## src/design/fmrr_pkg.sv

```systemverilog
// Shared types and constants for the framed message receive router.
// No dependencies; imported by every module of the block.
`timescale 1ns / 1ps

package fmrr_pkg;

  localparam logic [7:0] START_BYTE        = 8'd254;
  localparam logic [7:0] END_BYTE          = 8'd255;
  localparam logic [3:0] BROADCAST_ADDRESS = 4'd15;

  localparam logic [1:0] CFG_NODE_ADDRESS   = 2'd0;
  localparam logic [1:0] CFG_HEARTBEAT_KIND = 2'd1;
  localparam logic [1:0] CFG_RECEIVE_ENABLE = 2'd2;

  typedef enum logic [2:0] {
    ACT_DELIVER   = 3'd0,
    ACT_BROADCAST = 3'd1,
    ACT_FORWARD   = 3'd2,
    ACT_DOWN_BEAT = 3'd3,
    ACT_UP_BEAT   = 3'd4
  } action_e;

  // One completed frame as handed from the deframer to the router.
  typedef struct packed {
    logic [3:0] address;
    logic [3:0] kind;
    logic [7:0] message;
  } frame_t;

  // Routing configuration seen by the router.
  typedef struct packed {
    logic [3:0] node_address;
    logic [3:0] heartbeat_kind;
  } route_cfg_t;

endpackage

```

## src/design/fmrr_deframer.sv

```systemverilog
// Front end: accepts received bytes and finds four-byte frames.
// Depends on fmrr_pkg; pushes each completed frame into the frame queue.
`timescale 1ns / 1ps

module fmrr_deframer (
  input  logic            clk_i,
  input  logic            rst_ni,
  input  logic            enable_i,
  input  logic            byte_valid_i,
  input  logic [7:0]      rx_byte_i,
  output logic            push_o,
  output fmrr_pkg::frame_t frame_o
);
  import fmrr_pkg::*;

  typedef enum logic [1:0] {
    PH_HUNT    = 2'd0,
    PH_STARTED = 2'd1,
    PH_COMMAND = 2'd2,
    PH_MESSAGE = 2'd3
  } phase_e;

  phase_e     phase_q, phase_d;
  logic [7:0] command_q, command_d;
  logic [7:0] message_q, message_d;
  logic       push_d;
  logic       take;

  assign take = byte_valid_i && enable_i;

  always_comb begin
    phase_d   = phase_q;
    command_d = command_q;
    message_d = message_q;
    push_d    = 1'b0;
    if (take) begin
      case (phase_q)
        PH_HUNT: begin
          if (rx_byte_i == START_BYTE) phase_d = PH_STARTED;
        end
        PH_STARTED, PH_COMMAND: begin
          // a start or end byte here resynchronises the parser
          if (rx_byte_i == START_BYTE) begin
            phase_d = PH_STARTED;
          end else if (rx_byte_i == END_BYTE) begin
            phase_d = PH_HUNT;
          end else if (phase_q == PH_STARTED) begin
            command_d = rx_byte_i;
            phase_d   = PH_COMMAND;
          end else begin
            message_d = rx_byte_i;
            phase_d   = PH_MESSAGE;
          end
        end
        PH_MESSAGE: begin
          // consume the byte either way; drop the frame on a bad end byte
          phase_d = PH_HUNT;
          push_d  = (rx_byte_i == END_BYTE);
        end
        default: phase_d = PH_HUNT;
      endcase
    end
  end

  always_ff @(posedge clk_i or negedge rst_ni) begin
    if (!rst_ni) begin
      phase_q <= PH_HUNT;
    end else begin
      phase_q <= phase_d;
    end
  end

  always_ff @(posedge clk_i) begin
    command_q <= command_d;
    message_q <= message_d;
  end

  assign push_o          = push_d;
  assign frame_o.address = command_q[7:4];
  assign frame_o.kind    = command_q[3:0];
  assign frame_o.message = message_q;

  a_push_only_on_accept: assert property (@(posedge clk_i) disable iff (!rst_ni)
    push_o |-> (take && phase_q == PH_MESSAGE && rx_byte_i == END_BYTE))
    else $error("frame pushed without a closing end byte");

  a_message_below_start: assert property (@(posedge clk_i) disable iff (!rst_ni)
    (phase_q == PH_MESSAGE) |-> (message_q < START_BYTE && command_q < START_BYTE))
    else $error("held frame bytes hold a framing code");

  a_hunt_after_message: assert property (@(posedge clk_i) disable iff (!rst_ni)
    (take && phase_q == PH_MESSAGE) |=> (phase_q == PH_HUNT))
    else $error("parser did not return to hunting after a frame");

endmodule

```

## src/design/fmrr_fifo.sv

```systemverilog
// Short frame queue between the deframer and the router.
// Depends on fmrr_pkg for the frame type; depth set by the Depth parameter.
`timescale 1ns / 1ps

module fmrr_fifo #(
  parameter int Depth = 2
) (
  input  logic             clk_i,
  input  logic             rst_ni,
  input  logic             push_i,
  input  fmrr_pkg::frame_t push_data_i,
  output logic             full_o,
  output logic             valid_o,
  input  logic             pop_i,
  output fmrr_pkg::frame_t pop_data_o
);
  import fmrr_pkg::*;

  localparam int PtrW = (Depth > 1) ? $clog2(Depth) : 1;
  localparam int CntW = $clog2(Depth + 1);

  frame_t            mem_q [Depth];
  logic [PtrW-1:0]   wr_ptr_q, wr_ptr_d;
  logic [PtrW-1:0]   rd_ptr_q, rd_ptr_d;
  logic [CntW-1:0]   count_q, count_d;
  logic              do_push, do_pop;

  assign full_o  = (count_q == CntW'(Depth));
  assign valid_o = (count_q != '0);
  assign do_push = push_i && !full_o;
  assign do_pop  = pop_i && valid_o;

  always_comb begin
    wr_ptr_d = wr_ptr_q;
    rd_ptr_d = rd_ptr_q;
    count_d  = count_q;
    if (do_push) begin
      wr_ptr_d = (wr_ptr_q == PtrW'(Depth - 1)) ? '0 : wr_ptr_q + 1'b1;
    end
    if (do_pop) begin
      rd_ptr_d = (rd_ptr_q == PtrW'(Depth - 1)) ? '0 : rd_ptr_q + 1'b1;
    end
    case ({do_push, do_pop})
      2'b10:   count_d = count_q + 1'b1;
      2'b01:   count_d = count_q - 1'b1;
      default: count_d = count_q;
    endcase
  end

  always_ff @(posedge clk_i or negedge rst_ni) begin
    if (!rst_ni) begin
      wr_ptr_q <= '0;
      rd_ptr_q <= '0;
      count_q  <= '0;
    end else begin
      wr_ptr_q <= wr_ptr_d;
      rd_ptr_q <= rd_ptr_d;
      count_q  <= count_d;
    end
  end

  always_ff @(posedge clk_i) begin
    if (do_push) mem_q[wr_ptr_q] <= push_data_i;
  end

  assign pop_data_o = mem_q[rd_ptr_q];

  a_no_push_when_full: assert property (@(posedge clk_i) disable iff (!rst_ni)
    !(push_i && full_o))
    else $error("frame pushed into a full queue");

  a_count_in_range: assert property (@(posedge clk_i) disable iff (!rst_ni)
    count_q <= CntW'(Depth))
    else $error("queue count beyond depth");

  a_count_tracks: assert property (@(posedge clk_i) disable iff (!rst_ni)
    (do_push && !do_pop) |=> (count_q == $past(count_q) + 1'b1))
    else $error("queue count missed a push");

endmodule

```

## src/design/fmrr_router.sv

```systemverilog
// Back end: pops frames from the queue, routes them, holds the result register.
// Depends on fmrr_pkg for the frame, configuration and action types.
`timescale 1ns / 1ps

module fmrr_router (
  input  logic                 clk_i,
  input  logic                 rst_ni,
  input  fmrr_pkg::route_cfg_t cfg_i,
  input  logic                 frame_valid_i,
  input  fmrr_pkg::frame_t     frame_i,
  output logic                 pop_o,
  output logic                 out_valid_o,
  input  logic                 out_ready_i,
  output logic [2:0]           action_o,
  output fmrr_pkg::frame_t     frame_o
);
  import fmrr_pkg::*;

  logic    out_valid_q, out_valid_d;
  action_e action_q, action_d;
  frame_t  frame_q;
  logic    has_result;
  logic    load;

  always_comb begin
    has_result = 1'b1;
    action_d   = ACT_FORWARD;
    if (frame_i.address == BROADCAST_ADDRESS) begin
      action_d = ACT_BROADCAST;
    end else if (frame_i.address == cfg_i.node_address) begin
      action_d = ACT_DELIVER;
    end else if (frame_i.kind == cfg_i.heartbeat_kind) begin
      // heartbeats for another node only refresh on messages 0 and 1
      if (frame_i.message == 8'd0) begin
        action_d = ACT_DOWN_BEAT;
      end else if (frame_i.message == 8'd1) begin
        action_d = ACT_UP_BEAT;
      end else begin
        has_result = 1'b0;
      end
    end
  end

  // Advance whenever the result register is empty or being drained.
  assign load  = !out_valid_q || out_ready_i;
  assign pop_o = frame_valid_i && load;

  always_comb begin
    out_valid_d = out_valid_q;
    if (load) out_valid_d = frame_valid_i && has_result;
  end

  always_ff @(posedge clk_i or negedge rst_ni) begin
    if (!rst_ni) begin
      out_valid_q <= 1'b0;
    end else begin
      out_valid_q <= out_valid_d;
    end
  end

  always_ff @(posedge clk_i) begin
    if (pop_o) begin
      action_q <= action_d;
      frame_q  <= frame_i;
    end
  end

  assign out_valid_o = out_valid_q;
  assign action_o    = action_q;
  assign frame_o     = frame_q;

  a_action_legal: assert property (@(posedge clk_i) disable iff (!rst_ni)
    out_valid_o |-> (action_o <= 3'd4))
    else $error("result carries an undefined action");

  a_pop_loads: assert property (@(posedge clk_i) disable iff (!rst_ni)
    (pop_o && has_result) |=> out_valid_o)
    else $error("routed frame lost from the result register");

  a_message_legal: assert property (@(posedge clk_i) disable iff (!rst_ni)
    out_valid_o |-> (frame_o.message < START_BYTE))
    else $error("result message holds a framing code");

endmodule

```

## src/design/framed_message_receive_router.sv

```systemverilog
// Top level of the framed message receive router.
// Depends on fmrr_pkg, fmrr_deframer, fmrr_fifo and fmrr_router.
//
// Usage:
//   Bytes arrive on the input channel (in_valid_i / in_ready_o, rx_byte_i).
//   Frames are 254, command, message, 255. Each complete frame gives at most
//   one result transaction on the output channel (out_valid_o / out_ready_i)
//   carrying action_o, frame_address_o, frame_kind_o and frame_message_o.
//   Configuration is written through cfg_we_i / cfg_index_i / cfg_data_i:
//   index 0 node address, 1 heartbeat type, 2 receive enable; other indexes
//   are ignored. Write only while the block is idle.
// Timing:
//   One byte is accepted per cycle while the queue is not full. After the end
//   byte is accepted, the frame enters the queue at that edge and moves into
//   the router's result register once that register is empty or being drained.
//   The queue of FifoDepth frames between deframer and router only absorbs
//   output stalls; the deframer stalls only when that queue is full.
// Reset:
//   Parser returns to hunting for a start byte, queue and result register
//   are emptied, all configuration registers read zero (receive disabled).
// Stall:
//   A held result keeps its value; frames collect in the queue until it
//   fills, after which in_ready_o drops.
`timescale 1ns / 1ps

module framed_message_receive_router #(
  parameter int FifoDepth = 2
) (
  input  logic       clk_i,
  input  logic       rst_ni,
  input  logic       in_valid_i,
  output logic       in_ready_o,
  input  logic [7:0] rx_byte_i,
  output logic       out_valid_o,
  input  logic       out_ready_i,
  output logic [2:0] action_o,
  output logic [3:0] frame_address_o,
  output logic [3:0] frame_kind_o,
  output logic [7:0] frame_message_o,
  input  logic       cfg_we_i,
  input  logic [1:0] cfg_index_i,
  input  logic [3:0] cfg_data_i
);
  import fmrr_pkg::*;

  logic       [3:0] node_address_q;
  logic       [3:0] heartbeat_kind_q;
  logic             receive_enable_q;
  route_cfg_t       route_cfg;
  logic             push;
  frame_t           push_frame;
  logic             queue_full;
  logic             queue_valid;
  logic             pop;
  frame_t           pop_frame;
  frame_t           out_frame;

  always_ff @(posedge clk_i or negedge rst_ni) begin
    if (!rst_ni) begin
      node_address_q   <= '0;
      heartbeat_kind_q <= '0;
      receive_enable_q <= 1'b0;
    end else if (cfg_we_i) begin
      case (cfg_index_i)
        CFG_NODE_ADDRESS:   node_address_q   <= cfg_data_i;
        CFG_HEARTBEAT_KIND: heartbeat_kind_q <= cfg_data_i;
        CFG_RECEIVE_ENABLE: receive_enable_q <= cfg_data_i[0];
        default: ;
      endcase
    end
  end

  assign route_cfg.node_address   = node_address_q;
  assign route_cfg.heartbeat_kind = heartbeat_kind_q;

  assign in_ready_o = !queue_full;

  fmrr_deframer u_deframer (
    .clk_i        (clk_i),
    .rst_ni       (rst_ni),
    .enable_i     (receive_enable_q),
    .byte_valid_i (in_valid_i && in_ready_o),
    .rx_byte_i    (rx_byte_i),
    .push_o       (push),
    .frame_o      (push_frame)
  );

  fmrr_fifo #(
    .Depth (FifoDepth)
  ) u_fifo (
    .clk_i       (clk_i),
    .rst_ni      (rst_ni),
    .push_i      (push),
    .push_data_i (push_frame),
    .full_o      (queue_full),
    .valid_o     (queue_valid),
    .pop_i       (pop),
    .pop_data_o  (pop_frame)
  );

  fmrr_router u_router (
    .clk_i         (clk_i),
    .rst_ni        (rst_ni),
    .cfg_i         (route_cfg),
    .frame_valid_i (queue_valid),
    .frame_i       (pop_frame),
    .pop_o         (pop),
    .out_valid_o   (out_valid_o),
    .out_ready_i   (out_ready_i),
    .action_o      (action_o),
    .frame_o       (out_frame)
  );

  assign frame_address_o = out_frame.address;
  assign frame_kind_o    = out_frame.kind;
  assign frame_message_o = out_frame.message;

endmodule

```

## config.mk

```make
export PLATFORM = sky130hd
export DESIGN_NAME = framed_message_receive_router
export DESIGN_NICKNAME = d
export VERILOG_FILES = /design/src/design/fmrr_pkg.sv /design/src/design/fmrr_deframer.sv /design/src/design/fmrr_fifo.sv /design/src/design/fmrr_router.sv /design/src/design/framed_message_receive_router.sv
export SDC_FILE = /design/constraint.sdc
export NUM_CORES = 1
export LEC_CHECK = 0
export ABC_AREA = 1
export BUFFER_PORTS_ARGS = -buffer_cell sky130_fd_sc_hd__buf_2
export CORE_ASPECT_RATIO = 1.5
export CORE_UTILIZATION = 57
export DETAILED_ROUTE_END_ITERATION = 6
export GPL_ROUTABILITY_DRIVEN = 0
export GPL_TIMING_DRIVEN = 0
export PLACE_DENSITY = 0.86
export SLEW_MARGIN = 30
export SYNTH_ARGS = -nofsm -noshare
export SYNTH_HDL_FRONTEND = slang
export SYNTH_SLANG_ARGS = --single-unit
```

## constraint.sdc

```tcl
create_clock -name clk_i -period 2.25 [get_ports clk_i]
set_input_delay 0.45 -clock clk_i [delete_from_list [all_inputs] [get_ports clk_i]]
set_output_delay 0.45 -clock clk_i [all_outputs]
set_load 0.03 [all_outputs]
```

---- Word-level counts from Yosys, hierarchy flattened ----
Memories as Yosys holds them, arrays and structs flattened.
Index checks and enable logic that the tools add are counted.
cells by class
  muxes and demuxes ....................... 21
  $add $sub $neg .......................... 4
  bitwise logic cells ..................... 4
  eq/ne operators ......................... 15
  reductions and logical operators ........ 23
operators by type and width
  cell                                                    count
  equality test 8 bit (second input constant)             2
  two-way mux 1 bit                                       13
  equality test 2 bit (second input constant)             5
  two-way mux 2 bit                                       5
  AND reduction 5 bit                                     2
  equality test 4 bit                                     2
  equality test 8 x 1 -> 1 bit (second input constant)    1
  zero test 8 bit                                         1
  AND reduction 2 bit                                     4
  equality test 2 x 1 -> 1 bit (second input constant)    3
  logical AND 1 bit                                       6
  one-hot mux 2 bit (3 select lines)                      1
  equality test 4 bit (second input constant)             1
  zero test 2 bit                                         2
  inverter 1 bit                                          4
  one-hot mux 2 bit (2 select lines)                      1
  nonzero test 2 bit                                      2
  OR reduction 2 bit                                      2
  OR reduction 4 bit                                      1
  two-way mux 3 bit                                       1
  adder 1 bit (second input constant)                     2
  adder 2 x 1 -> 2 bit (second input constant)            1
  zero test 1 bit                                         2
  inequality test 2 x 1 -> 1 bit (second input constant)  1
  2 further kinds                                         2
storage, ports and cells
  memory bits (writable) .................. 32
  word-level logic and storage cells ...... 84
  memories ................................ 1
  register bits after elaboration ......... 51
memories
  name          words  bits a word  rd ports  clocked after Yosys merged registers in  wr ports  line             source
  u_fifo.mem_q  2      16           1         0                                        1         fmrr_fifo.sv:22  frame_t mem_q [Depth];

---- Longest topological paths before layout ----
  word-level depth ........................ 8
  depth in mapped cells ................... 13
  mapped depth without buffers ............ 12

---- Modules after synthesis ----
From an unflattened synthesis, not the netlist that was laid out.
second synthesis, totals
  cells, all modules ...................... 320
  area total of the unflattened synthesis .. 3449.6 um^2
by module, submodules not included
  module                         instances  cells each  area each (um^2)  seq. area each (um^2)
  fmrr_fifo                      1          115         1411.4            1061.0
  fmrr_router                    1          103         914.6             595.6
  fmrr_deframer                  1          56          730.7             530.5
  framed_message_receive_router  1          46          392.9             225.2

---- Least setup slack after synthesis ----
Ideal clock, no wire load.
  path type ............................... register to register
  from .................................... register u_fifo.count_q[0]
  to ...................................... memory u_fifo.mem_q[1][0] (netlist name) (enable)
  required time ........................... 1.862 ns
  setup slack ............................. 0.112 ns
  cell stages (with the launch flop) ...... 7
  path buffers ............................ 0
  setup time .............................. 0.388 ns
  arrival ................................. 1.750 ns
  cell sequence ........................... dfrtp_1 inv_1 nand2_1 nand3_1 inv_1 nand3b_1 nor2_1
between the ends
  longest elaborated chain between the ends .. 8
RTL lines
  what                                       line                                 source
  start: declaration                         fmrr_fifo.sv:25                      logic [CntW-1:0] count_q, count_d;
  start signal: assignment                   fmrr_fifo.sv:58                      count_q <= count_d;
  equality test 2 bit *                      fmrr_fifo.sv:28                      assign full_o = (count_q == CntW'(Depth));
  zero test 1 bit *                          framed_message_receive_router.sv:76  assign in_ready_o = !queue_full;
  net in_ready_o                             framed_message_receive_router.sv:32  output logic in_ready_o,
  logical AND 1 bit                          framed_message_receive_router.sv:82  .byte_valid_i (in_valid_i && in_ready_o),
  logical AND 1 bit                          fmrr_deframer.sv:29                  assign take = byte_valid_i && enable_i;
  two-way mux 1 bit                          fmrr_deframer.sv:36                  if (take) begin
  logical AND 1 bit *                        fmrr_fifo.sv:30                      assign do_push = push_i && !full_o;
  two-way mux 1 bit *                        fmrr_fifo.sv:63                      if (do_push) mem_q[wr_ptr_q] <= push_data_i;
  two-way mux 1 bit (implied by the code) *  fmrr_fifo.sv:63
  end: declaration                           fmrr_fifo.sv:22
Mark *: on every way through the listed nets, which the timed path passes. The rest lies on a longest branch.

---- Worst setup path after layout ----
  from .................................... register u_fifo.count_q[0]
  to ...................................... register u_fifo.count_q[1]
between the ends
  elaborated cells between the ends (all ways) .. 15
  those cells by class .................... add/sub: 2; eq/ne: 3; mux: 2; reduce/logical: 8
RTL lines
  what                                                                      line                                 source
  nonzero test 2 bit *                                                      fmrr_fifo.sv:29                      assign valid_o = (count_q != '0);
  logical AND 1 bit *                                                       fmrr_router.sv:46                    assign pop_o = frame_valid_i && load;
  net pop                                                                   framed_message_receive_router.sv:54  logic pop;
  logical AND 1 bit *                                                       fmrr_fifo.sv:31                      assign do_pop = pop_i && valid_o;
  equality test 2 x 1 -> 1 bit or equality test 2 bit (tied branches)       fmrr_fifo.sv:43                      case ({do_push, do_pop})
  one-hot mux 2 bit (2 select lines) or nonzero test 2 bit (tied branches)  --
Marks and branches as above.
A chain may end at the register's enable or synchronous reset.

==> results.cfg <==
[cts]
cts-hold-fix-buffers = 0
cts_buffers = 9
htree_levels = 3
clock-sinks = 83
clockBufferDepth = 2
clk_latency_ns = 0.35
path_clk_slew_ns = 0.08
cts_tree = yes
cts_root_buffer = clkbuf_8

[critical_path]
path_cells = inv_1 > nand2_1 > nand2_1 > clkinvlp_4 > ha_1 > a21oi_1 > o21ai_0 > xor2_1
timing.critical_path.max_delay_family = flip-flops
crit_fanout = 10
worst-path-buf-inv = 2
start_kind = flip-flop
path_common_cell = nand2_1
crit_path_top_delay_cell = dfrtp_1
critPathKind = reg2reg
cp.arrival_ns = 2.24
rrSetupSlack_ns = 0.23
slowest_delay_ns = 0.42
reg2reg_depth = 8
reg2reg_from = u_fifo.count_q[0]$_DFFE_PN0P_
rr_endpoint = u_fifo.count_q[1]$_DFFE_PN0P_
crit_path_end_kind = flip-flop
cp_data_required_time_ns = 2.47

[timing]
hold_viol = 1
fin_crit_sh = 0.896
tightest_slew_ns = 0.777
hold_slack_ns = -0.0000960
slew_headroom = 0.482
min_period_ns = 2.02
max_freq_mhz = 496
rsz0062_at_grt = false
slew_violations = 0
setup_violations = 0
fin_worst_skew_ns = 0.00875

[pwr]
power_frac_comb = 0.331
power_switching_share = 0.357
vdd_ir_drop_max_mv = 0.796
powerDensity_mw_per_mm2 = 1180
seqPwrFrac = 0.451
finalPower_mw = 4.68
power_frac_clock = 0.218
power.internal_mw = 3.01
switchingPower_mw = 1.67
p_leak_nw = 1.77

[yosys]
syn-num-nets = 327
synth_top_area_frac = 0.583
synth_warnings = 0
ys_types = 23
yosysTopAreaCell = edfxtp_1
syn_inst = 303
synth_area_mm2 = 0.00345
ys_ff_latch = 83
syn_avg_cell_area_um2 = 11.4
ys_seq_area_frac = 0.699
synthTopCellsByArea = edfxtp_1, dfrtp_1, nand2_1

[flow_run]
drv_cap = 0

[routing]
ant_nets = 0
wl_per_cell_um = 12.9
vias = 2150
first_iter_violations = 141
route.detailed.drc = 0
drt-pass1-iter-count = 4
routed_via_density = 4.99
drt_wl_total_um = 5580

[floorplan]
die_x_um = 65.5
io_pins = 40
coreArea_mm2 = 0.00583
start_util = 0.592
dieArea_mm2 = 0.00638
fp.dieH_um = 97.3
rows = 34

[grt]
grt_overflow = 0
grt_max_degree = 21
antenna_found_initial = 0
grt_pass1_wl_um = 9000
grt_use_total = 0.191
grt_pass1_vias = 2065

[place]
detailed_place.area_mm2 = 0.00374
dp_hpwl_um = 3970
portBuffers = 39

[min_path]
hp-class = in2async

[cells_and_area]
syn2layout_area_growth_pct = 14.5
finish.utilization = 0.678
nets = 378
diodes = 0
design_area_mm2 = 0.00395
final_layout_size_suffix_gt1_frac = 0.226
n_fill_cell = 408

[run_status]
outcome = finished, violations left
violations = negative hold slack
cell usage after synthesis:
library cell  number
a21oi_1            3
buf_12             1
buf_6              1
buf_8              1
dfrtp_1           16
edfxtp_1          67
ha_1               5
inv_1             49
inv_2              1
inv_8              1
nand2_1           91
nand2_2           13
nand2_4            2
nand3_1           10
nand3b_1           4
nand4_1            2
nor2_1            16
nor2_2             2
nor3_1             2
o21ai_0           11
o22ai_1            1
xnor2_1            1
xor2_1             3
kinds of logic (layout without fill, tap and decap cells):
kind of cell | after synthesis | after routing | synth area share
compound gates | 15 | 15 | 0.0221
simple gates | 142 | 142 | 0.180
buf+inv | 54 | 110 | 0.0710
fa+ha+maj | 5 | 5 | 0.0181
flops | 83 | 83 | 0.699
xor+xnor | 4 | 4 | 0.0102
state kept, by name, summed over array words and instances, names as in the netlist:
signal	flops
u_router.out_valid_o	1
heartbeat_kind_q	4
u_fifo.mem_q	32
u_deframer.message_q	8
u_fifo.count_q	2
u_router.frame_o	16
u_fifo.rd_ptr_q	1
receive_enable_q	1
node_address_q	4
u_deframer.command_q	8
u_fifo.wr_ptr_q	1
u_router.action_o	3
u_deframer.phase_q	2
per-layer routing:
layer / part of all wire / GRT usage / vias to the layer above
met2: 0.57 / 0.340 / 67
met5: 0 / 0 / -
met4: 0.020 / 0.100 / 0
met3: 0.041 / 0.0364 / 10
met1: 0.37 / 0.207 / 997
li1: - / - / 1076
cell usage in the layout, fill, tap and decap left out:
master,count
buf_8,1
nor2_1,14
nand2_4,2
clkinv_2,1
inv_8,1
xor2_1,3
buf_12,1
edfxtp_1,67
o22ai_1,1
dfrtp_1,16
clkbuf_8,11
o21ai_0,11
buf_2,39
nand4_1,2
nand2_1,91
clkinvlp_4,1
nand2_2,13
buf_6,1
nor3_2,1
nand3b_1,4
inv_1,48
clkbuf_16,1
inv_2,1
nor3_1,1
ha_1,5
nand3_1,10
nor2_2,4
clkbuf_1,1
a21oi_1,3
xnor2_1,1
inv_4,2
clkinvlp_2,1
per-stage QoR:
stage               TNS (ns)  instances  setup slack [ns]
finish                     0        431             0.235
CTS                        0        430            0.0625
detailed placement     -2.31        414           -0.0743
global route               0        431            0.0712
global placement      -11.34        414            -0.357
floorplan                  0        303             0.112
power by group through the flow:
| stage | clock network [mW] | registers, mW | logic, mW |
|---|---|---|---|
| detailed placement | 0 | 2.15 | 1.51 |
| floorplan | 0 | 2.46 | 0.828 |
| CTS | 1.04 | 2.11 | 1.52 |
| finish | 1.02 | 2.11 | 1.55 |
| global placement | 0 | 2.13 | 1.45 |
| global route | 1.09 | 2.13 | 1.70 |
final cells by class:
type | instances | area, µm² | share of cell area
clock buffer | 13 | 180 | 0.0456
buffer | 3 | 46.3 | 0.0117
multi-input combinational | 166 | 805 | 0.203
clock inverter | 3 | 17.5 | 0.00443
sequential | 83 | 2410 | 0.610
tap | 72 | 90.1 | 0.0228
timing repair buffer | 39 | 195 | 0.0494
inverter | 51 | 203 | 0.0513
timing repair inverter | 1 | 5.00 | 0.00127
repair_timing:
item | 4_1_cts | 5_1_grt
gates resized for setup | 0 | 1
endpoints found under the setup margin | 0 | 1
setup buffers | 0 | 0
how the worst max path moves through the flow:
stage / cells after the start / slack, ns / start / endpoint
after floorplan: 6 / 0.11 / u_fifo.count_q[0]$_DFFE_PN0P_ / u_fifo.mem_q[1][0]$_DFFE_PP_
after global placement: 6 / -0.36 / rx_byte_i[6] / u_fifo.mem_q[0][5]$_DFFE_PP_
after detailed placement: 6 / -0.07 / rx_byte_i[6] / u_fifo.mem_q[1][6]$_DFFE_PP_
after CTS: 4 / 0.06 / u_deframer.phase_q[0]$_DFFE_PN0P_ / u_deframer.message_q[0]$_DFFE_PP_
after global routing: 8 / 0.07 / u_fifo.count_q[0]$_DFFE_PN0P_ / u_fifo.count_q[1]$_DFFE_PN0P_
final: 8 / 0.23 / u_fifo.count_q[0]$_DFFE_PN0P_ / u_fifo.count_q[1]$_DFFE_PN0P_
(Power assumes the default switching activity.)
